===== src/rtl/bkc_pkg.sv =====
`default_nettype none
package bkc_pkg;

	localparam int CHUNK_BITS = 4;
	localparam int MOD_BITS   = 31;
	localparam int CNT_BITS   = $clog2(MOD_BITS);
	localparam int CFG_IDX_BITS = 2;

	localparam logic [CFG_IDX_BITS-1:0] REG_MODULUS    = 2'd0;
	localparam logic [CFG_IDX_BITS-1:0] REG_START_SEED = 2'd1;
	localparam logic [CFG_IDX_BITS-1:0] REG_EMIT_END   = 2'd2;

	localparam logic [MOD_BITS-1:0] MODULUS_RESET = MOD_BITS'(2);

	localparam logic RESULT_CHUNK = 1'b0;
	localparam logic RESULT_END   = 1'b1;

	typedef enum logic [5:0] {
		S_IDLE    = 6'b000001,
		S_RED     = 6'b000010,
		S_MUL     = 6'b000100,
		S_PUT     = 6'b001000,
		S_END     = 6'b010000,
		S_PUT_END = 6'b100000
	} seq_state_t;

endpackage
`default_nettype wire


===== src/rtl/bbs_keystream_nibble_cipher.sv =====
// Sequence: an accepted request reduces the state (S_RED), squares it (S_MUL) and presents the
// chunk result from S_PUT once the output register is free; the end-state result, when enabled,
// follows via S_END and S_PUT_END. A new request is taken only in S_IDLE, after the last one is
// through. One shared modular shift-add-reduce unit takes one multiplier bit per cycle, first to
// reduce the state, then to square it, and for an end-state result to square the new state again.
// Reset: asynchronous, active low; clears the generator state and sets modulus 2, seed 0.
`default_nettype none
module bbs_keystream_nibble_cipher
	import bkc_pkg::*;
(
	input  wire logic                    clk,
	input  wire logic                    arst_n,
	input  wire logic                    in_valid,
	output logic                         in_ready,
	input  wire logic [CHUNK_BITS-1:0]   chunk_in,
	input  wire logic                    first_chunk,
	input  wire logic                    last_chunk,
	output logic                         out_valid,
	input  wire logic                    out_ready,
	output logic [CHUNK_BITS-1:0]        chunk_out,
	output logic [MOD_BITS-1:0]          end_state,
	output logic                         result_kind,
	output logic                         last_result,
	input  wire logic                    cfg_valid,
	output logic                         cfg_ready,
	input  wire logic [CFG_IDX_BITS-1:0] cfg_index,
	input  wire logic [MOD_BITS-1:0]     cfg_data
);

	seq_state_t                st_q;
	logic [MOD_BITS-1:0]       mod_q;
	logic [MOD_BITS-1:0]       seed_q;
	logic                      emit_q;
	logic [MOD_BITS-1:0]       gen_q;
	logic [MOD_BITS-1:0]       x_q;
	logic [MOD_BITS-1:0]       a_q;
	logic [MOD_BITS-1:0]       r_q;
	logic [CNT_BITS-1:0]       cnt_q;
	logic [CHUNK_BITS-1:0]     chunk_q;
	logic                      extra_q;
	logic                      out_valid_q;
	logic [CHUNK_BITS-1:0]     chunk_out_q;
	logic [MOD_BITS-1:0]       end_state_q;
	logic                      kind_q;
	logic                      last_q;

	logic                      in_acc;
	logic                      out_free;
	logic                      out_load;
	logic                      mod_small;
	logic                      step_done;
	logic [MOD_BITS-1:0]       addend;
	logic [MOD_BITS+1:0]       t_sum;
	logic [MOD_BITS+1:0]       n1;
	logic [MOD_BITS+1:0]       n2;
	logic [MOD_BITS-1:0]       r_next;
	logic [MOD_BITS-1:0]       sq_res;

	assign in_ready  = (st_q == S_IDLE);
	assign cfg_ready = 1'b1;
	assign in_acc    = in_valid && in_ready;
	assign out_free  = !out_valid_q || out_ready;
	assign out_load  = ((st_q == S_PUT) || (st_q == S_PUT_END)) && out_free;
	assign mod_small = (mod_q < MOD_BITS'(2));
	assign step_done = (cnt_q == '0);

	// One step of interleaved modular multiplication: r = (2r + bit * a) mod n, with r, a < n.
	always_comb begin
		addend = x_q[cnt_q] ? a_q : '0;
		t_sum  = {1'b0, r_q, 1'b0} + {2'b00, addend};
		n1     = {2'b00, mod_q};
		n2     = {1'b0, mod_q, 1'b0};
		if (t_sum >= n2) begin
			r_next = MOD_BITS'(t_sum - n2);
		end else if (t_sum >= n1) begin
			r_next = MOD_BITS'(t_sum - n1);
		end else begin
			r_next = t_sum[MOD_BITS-1:0];
		end
		sq_res = mod_small ? '0 : r_next;
	end

	always_ff @(posedge clk or negedge arst_n) begin
		if (!arst_n) begin
			mod_q  <= MODULUS_RESET;
			seed_q <= '0;
			emit_q <= 1'b0;
		end else if (cfg_valid && cfg_ready) begin
			case (cfg_index)
				REG_MODULUS:    mod_q  <= cfg_data;
				REG_START_SEED: seed_q <= cfg_data;
				REG_EMIT_END:   emit_q <= cfg_data[0];
				default: ;
			endcase
		end
	end

	always_ff @(posedge clk or negedge arst_n) begin
		if (!arst_n) begin
			out_valid_q <= 1'b0;
			chunk_out_q <= '0;
			end_state_q <= '0;
			kind_q      <= RESULT_CHUNK;
			last_q      <= 1'b0;
		end else if (out_load) begin
			out_valid_q <= 1'b1;
			if (st_q == S_PUT_END) begin
				chunk_out_q <= '0;
				end_state_q <= r_q;
				kind_q      <= RESULT_END;
				last_q      <= 1'b1;
			end else begin
				chunk_out_q <= chunk_q ^ gen_q[CHUNK_BITS-1:0];
				end_state_q <= '0;
				kind_q      <= RESULT_CHUNK;
				last_q      <= !extra_q;
			end
		end else if (out_ready) begin
			out_valid_q <= 1'b0;
		end
	end

	always_ff @(posedge clk or negedge arst_n) begin
		if (!arst_n) begin
			st_q    <= S_IDLE;
			gen_q   <= '0;
			cnt_q   <= '0;
			extra_q <= 1'b0;
			chunk_q <= '0;
			x_q     <= '0;
			a_q     <= '0;
			r_q     <= '0;
		end else begin
			case (st_q)
				S_IDLE: begin
					if (in_acc) begin
						chunk_q <= chunk_in;
						extra_q <= last_chunk && emit_q;
						x_q     <= first_chunk ? seed_q : gen_q;
						a_q     <= MOD_BITS'(1);
						r_q     <= '0;
						cnt_q   <= CNT_BITS'(MOD_BITS - 1);
						st_q    <= S_RED;
					end
				end
				S_RED: begin
					if (step_done) begin
						a_q   <= r_next;
						r_q   <= '0;
						cnt_q <= CNT_BITS'(MOD_BITS - 1);
						st_q  <= S_MUL;
					end else begin
						r_q   <= r_next;
						cnt_q <= cnt_q - CNT_BITS'(1);
					end
				end
				S_MUL: begin
					r_q   <= r_next;
					cnt_q <= cnt_q - CNT_BITS'(1);
					if (step_done) begin
						gen_q <= sq_res;
						st_q  <= S_PUT;
					end
				end
				S_PUT: begin
					if (out_free) begin
						if (extra_q) begin
							x_q   <= gen_q;
							a_q   <= gen_q;
							r_q   <= '0;
							cnt_q <= CNT_BITS'(MOD_BITS - 1);
							st_q  <= S_END;
						end else begin
							st_q <= S_IDLE;
						end
					end
				end
				S_END: begin
					if (step_done) begin
						r_q  <= sq_res;
						st_q <= S_PUT_END;
					end else begin
						r_q   <= r_next;
						cnt_q <= cnt_q - CNT_BITS'(1);
					end
				end
				S_PUT_END: begin
					if (out_free) begin
						st_q <= S_IDLE;
					end
				end
				default: st_q <= S_IDLE;
			endcase
		end
	end

	assign out_valid   = out_valid_q;
	assign chunk_out   = chunk_out_q;
	assign end_state   = end_state_q;
	assign result_kind = kind_q;
	assign last_result = last_q;

	a_end_needs_extra: assert property (@(posedge clk) disable iff (!arst_n)
		(st_q == S_PUT_END) |-> extra_q)
		else $error("end-state result without end-state request");

	a_end_is_last: assert property (@(posedge clk) disable iff (!arst_n)
		(out_valid_q && (kind_q == RESULT_END)) |-> last_q)
		else $error("end-state result not marked last");

	a_state_reduced: assert property (@(posedge clk) disable iff (!arst_n)
		((st_q == S_PUT) && !mod_small) |-> (gen_q < mod_q))
		else $error("generator state not reduced below modulus");

	a_busy_after_accept: assert property (@(posedge clk) disable iff (!arst_n)
		in_acc |=> !in_ready)
		else $error("request accepted while squaring unit busy");

endmodule
`default_nettype wire


===== config.mk =====
export PLATFORM = sky130hd
export DESIGN_NAME = bbs_keystream_nibble_cipher
export DESIGN_NICKNAME = d
export VERILOG_FILES = /design/src/rtl/bkc_pkg.sv /design/src/rtl/bbs_keystream_nibble_cipher.sv
export SDC_FILE = /design/constraint.sdc
export NUM_CORES = 1
export LEC_CHECK = 0
export BUFFER_PORTS_ARGS = -buffer_cell sky130_fd_sc_hd__buf_2
export CELL_PAD_IN_SITES_DETAIL_PLACEMENT = 1
export CELL_PAD_IN_SITES_GLOBAL_PLACEMENT = 2
export CORE_AREA = 2 2 201 203
export DETAILED_ROUTE_END_ITERATION = 6
export DIE_AREA = 0 0 203 205
export PLACE_DENSITY = 0.92
export SLEW_MARGIN = 40
export SYNTH_ARGS = -nofsm -noshare
export SYNTH_HDL_FRONTEND = slang
export SYNTH_SLANG_ARGS = --single-unit

===== constraint.sdc =====
create_clock -name clk -period 7.9 [get_ports clk]
set_input_delay 0.79 -clock clk [delete_from_list [all_inputs] [get_ports clk]]
set_output_delay 0.79 -clock clk [all_outputs]
set_load 0.03 [all_outputs]

==> reports/qor_table.md <==
| Step | Result | This run |
| --- | --- | --- |
| global route | Remaining global-route overflow | 0 |
| clock tree | Clk Tree Root Cell | sky130_fd_sc_hd__clkbuf_16 |
| sta | Clk_skew | 0.0135 ns |
| pwr | Switching power as a share of total power | 47.7% |
| synth | Area share of and/or/nand/nor cells after synthesis | 14.4% |
| synth | Syn Inst Count | 1674 |
| run | Max-capacitance violation count | 0 |
| sta | Period Utilization, post-route | 95.1% |
| clock tree | Worst skew pair latency | 0.57 ns |
| run status | Result of the run | finished, final reports clean |
| pwr | Sequential power share | 21.7% |
| clock tree | TritonCTS clock tree | built |
| placed design | Number of placed instances, taps included | 2234 |
| synth | Proportion of netlist area held by the largest area contributor | 38.3% |
| placed design | Cell area after placement | 0.0167 mm2 |
| pwr | Comb pwr share | 60.9% |
| sta | Setup slack of the critical path after layout | 0.387 ns |
| synth | Arithmetic-cell share of the synthesized area counting full adders, half adders and majority gates | 7.84% |
| synth | Compound-cell area share of the yosys netlist | 22.5% |
| setup path | Data arrival at the endpoint of the critical path | 8.01 ns |
| setup path | Setup slack of the most critical reg-to-reg path | 0.39 ns |
| pwr | Power per cell area | 446 mW/mm2 |
| placed design | Total half-perimeter wirelength after legalization and detailed placement | 43800 um |
| pwr | Clock power frac | 17.4% |
| synth | Library cell with the largest summed area after synthesis | sky130_fd_sc_hd__dfrtp_1 |
| synth | Register bit count reported by yosys | 241 |
| pwr | Leak Pwr | 8.22 nW |
| pwr | Post-route total power | 7.93 mW |
| floorplanning | Die boundary height | 205 um |
| routing | Routed Wire Length | 56100 um |
| sta | Final setup viols | 0 |
| global route | Global router's overall resource usage | 27.1% |
| routing | Total vias in the final route | 13700 |
| setup path | Length in cells of the worst reg-to-reg path | 25 |
| synth | Mapped Nets | 1814 |
| sta | Shortest period the worst path allows | 7.51 ns |
| sta | Slew Limit Headroom | 47.4% |
| global route | Largest net degree at the start of global routing | 115 |
| floorplanning | Effective utilization at floorplan | 39.6% |
| placed design | Final weighted congestion of routability-driven global placement | 0.983 |
| clock tree | Clock slew seen by the registers of the worst setup and hold paths | 0.06 ns |
| pwr | Max rail drop VDD | 0.193 mV |
| routing | Starting DRC count in detailed routing | 973 |
| synth | Ys Warns | 0 |
| synth | Share of flip-flops with an asynchronous set or reset | 100% |
| floorplanning | Die ar. | 0.0416 mm2 |
| synth | Number of synthesized flops with an enable pin | 0 |
| synth | Multiplexer fraction of the synthesized cell area | 8.39% |
| layout | Final-layout fill cell count | 4460 |
| setup path | Startpoint-to-endpoint class of the critical path | flip-flop to flip-flop |
| sta | Final Max Tran Viols | 0 |
| floorplanning | Die X-Extent | 203 um |
| synth | Per-instance average area after synthesis | 9.32 um2 |
| placed design | Pre-CTS setup slack | 0.126 ns |
| layout | Area grow syn2layout | 13.9% |
| clock tree | Number of buffers created by CTS | 27 |
| clock tree | Post-CTS Setup Repair Bufs | 0 |
| layout | Ratio of cells with drive above 1 in the final layout | 15.6% |
| global route | Number of antenna violations at the first check in global routing | 0 |
| pwr | Net switching power | 3.79 mW |
| global route | Vias in the first global route | 14100 |
| clock tree | Total clock sinks | 241 |
| sta | Peak Freq | 133 MHz |
| layout | Total inserted antenna cells | 0 |
| synth | Dominant combinational cell family by area after synthesis | compound AO/OA/AOI/OAI gates |
| layout | Net total in the final layout | 1879 |
| synth | Main flop type after synthesis | sky130_fd_sc_hd__dfrtp_1 |
| setup path | FF-to-FF End | a_q[7] |
| routing | Count of antenna-violating nets left after detailed routing | 0 |
| floorplanning | Row cnt | 73 |
| routing | Number of iterations in the first detailed-routing pass | 6 |
| floorplanning | I/O pins | 84 |
| setup path | Maximum fanout along the worst path | 30 |
| floorplanning | Area of the core | 0.0394 mm2 |
| layout | Most frequent cells in the layout | 238 x sky130_fd_sc_hd__dfrtp_1, 159 x sky130_fd_sc_hd__nand2_1, 131 x sky130_fd_sc_hd__a21oi_1, 124 x sky130_fd_sc_hd__o21ai_0, 114 x sky130_fd_sc_hd__nor2_1 |
| setup path | Category of the worst setup path launch point | flip-flop |
| layout | Final instance area | 0.0178 mm2 |
| synth | Unique cell type count in the Yosys netlist | 79 |
| routing | Drt drc | 0 |
| worst hold path | Hold Crit Class | input port to asynchronous set/reset pin |
| routing | Routed wire per std cell | 24.5 um |
| setup path | Kind of capture point of the worst setup path | flip-flop |
| sta | Hold violation count in the final report | 0 |
| global route | First-pass GRT wire length | 85800 um |
| layout | Most common cell after layout, fill and taps aside | sky130_fd_sc_hd__dfrtp_1 |
| synth | Largest cells by area after synthesis | sky130_fd_sc_hd__dfrtp_1 38%, sky130_fd_sc_hd__ha_1 7.5%, sky130_fd_sc_hd__a21oi_1 4.2% |
| routing | Vias per std cell | 5.99 |
| pwr | Internal portion of total power | 4.15 mW |
| synth | Sequential area share after synthesis | 38.7% |
| placed design | Buffers on Ports | 82 |
| clock tree | Number of buffers between clock root and the deepest sink | 3 |
| sta | Slew @ Worst Pin | 0.787 ns |
| setup path | FF-to-FF Start | cnt_q[0] |
| clock tree | Number of H-tree branching levels | 1 |
| setup path | Required time at the endpoint of the critical path | 8.40 ns |
| synth | Synth Area in XOR/XNOR | 4.59% |
| synth | Post-synth design cell area | 0.0156 mm2 |
| layout | Number of standard cells in the final layout excluding fillers | 2285 |
-- synthesized netlist by cell type (39+ instances only) --
library cell / number
sky130_fd_sc_hd__nand2_1: 160
sky130_fd_sc_hd__a22o_1: 60
sky130_fd_sc_hd__xnor2_1: 48
sky130_fd_sc_hd__mux2i_1: 52
sky130_fd_sc_hd__clkbuf_1: 70
sky130_fd_sc_hd__mux2_2: 46
sky130_fd_sc_hd__o21ai_0: 126
sky130_fd_sc_hd__nor2b_1: 41
sky130_fd_sc_hd__a21oi_1: 132
sky130_fd_sc_hd__ha_1: 93
sky130_fd_sc_hd__nand3_1: 39
sky130_fd_sc_hd__inv_1: 56
sky130_fd_sc_hd__dfrtp_1: 239
sky130_fd_sc_hd__nor2_1: 116
-- how the worst max path moves through the flow --
stage,to,slack [ns],start
CTS,a_q[14],0.09,cnt_q[0]
global route,a_q[6],-0.006,cnt_q[0]
finish,a_q[7],0.39,cnt_q[0]
detailed placement,a_q[14],0.13,cnt_q[0]
global placement,a_q[14],0.31,cnt_q[0]
floorplan,a_q[28],0.84,cnt_q[0]
-- metrics by stage --
| stage | hold slack (ns) | util [%] | setup TNS, ns |
|---|---|---|---|
| 5_1_grt | 0.111 | 45.1 | -0.00621 |
| 3_5_place_dp | 0.466 | 42.5 | 0 |
| 3_3_place_gp | 0.459 | 42.3 | 0 |
| 6_report | 0.105 | 45.1 | 0 |
| 4_1_cts | 0.327 | 45.0 | 0 |
| 2_1_floorplan | 0.449 | - | 0 |
-- logic make-up after synthesis --
group / after synthesis
buffers and inverters: 139
xor gates and xnor gates: 81
AOI/OAI and AO/OA: 531
DFF: 241
adders and majority gates: 96
other: 1
muxes: 111
and+or+nand+nor: 474
-- power by group through the flow --
stage | registers, mW | clock network, mW | logic [mW]
after floorplan | 1.61 | 0 | 3.28
after global placement | 1.72 | 0 | 4.54
after detailed placement | 1.73 | 0 | 4.68
after CTS | 1.71 | 1.40 | 4.71
after global routing | 1.74 | 1.45 | 5.22
final | 1.72 | 1.38 | 4.83
-- per-layer routing --
metal	routed length [um]	vias to the layer above	global-route usage [%]
met4	2920	0	12.9
met5	0	-	0
met2	24900	425	42.6
met1	25200	6890	37.6
met3	3130	101	2.62
li1	-	6273	-
-- registers in the layout, summed over array words and instances, names as in the netlist --
register     cells
chunk_out        4
last_result      1
st_q             6
chunk_q          4
a_q             31
cnt_q            5
end_state       31
extra_q          1
x_q             31
seed_q          31
out_valid        1
emit_q           1
result_kind      1
gen_q           31
mod_q           31
r_q             31
-- repair_timing --
item / 4_1_cts / 5_1_grt
hold endpoints to repair: 0 / 0
hold buffers: 0 / 0
resized for setup: 0 / 10
setup endpoints to repair: 0 / 93
-- critical path, cell delays in order, from the launching register on --
cell                       delay (ns)
sky130_fd_sc_hd__dfrtp_4         0.54
sky130_fd_sc_hd__mux4_2          0.55
sky130_fd_sc_hd__mux4_2          0.50
sky130_fd_sc_hd__mux2i_2         0.29
sky130_fd_sc_hd__buf_12          0.23
sky130_fd_sc_hd__nor2b_1         0.07
sky130_fd_sc_hd__ha_1            0.37
sky130_fd_sc_hd__a211oi_1        0.12
sky130_fd_sc_hd__o21a_1          0.23
sky130_fd_sc_hd__nor4_1          0.43
sky130_fd_sc_hd__o21ai_1         0.16
sky130_fd_sc_hd__o221ai_1        0.42
sky130_fd_sc_hd__buf_4           0.22
sky130_fd_sc_hd__mux2i_1         0.07
sky130_fd_sc_hd__nor4bb_1        0.38
sky130_fd_sc_hd__buf_4           0.20
sky130_fd_sc_hd__ha_1            0.27
sky130_fd_sc_hd__and4_1          0.24
sky130_fd_sc_hd__nand2b_1        0.26
sky130_fd_sc_hd__o221ai_1        0.25
sky130_fd_sc_hd__a21oi_2         0.23
sky130_fd_sc_hd__o311a_1         0.41
sky130_fd_sc_hd__buf_4           0.30
sky130_fd_sc_hd__nor2_1          0.07
sky130_fd_sc_hd__a21oi_1         0.36
sky130_fd_sc_hd__a221o_1         0.24
-- area by class of cell --
cell class	count	area [um2]	area share, %
Multi-Input combinational cell	1294	9110	51.3
Timing Repair Buffer	119	774	4.36
Sequential cell	241	6040	34.0
Inverter	56	210	1.18
Tap cell	525	657	3.70
Clock buffer	34	752	4.23
Clock inverter	16	228	1.28
Note: power is estimated with default switching activity, not from simulation.
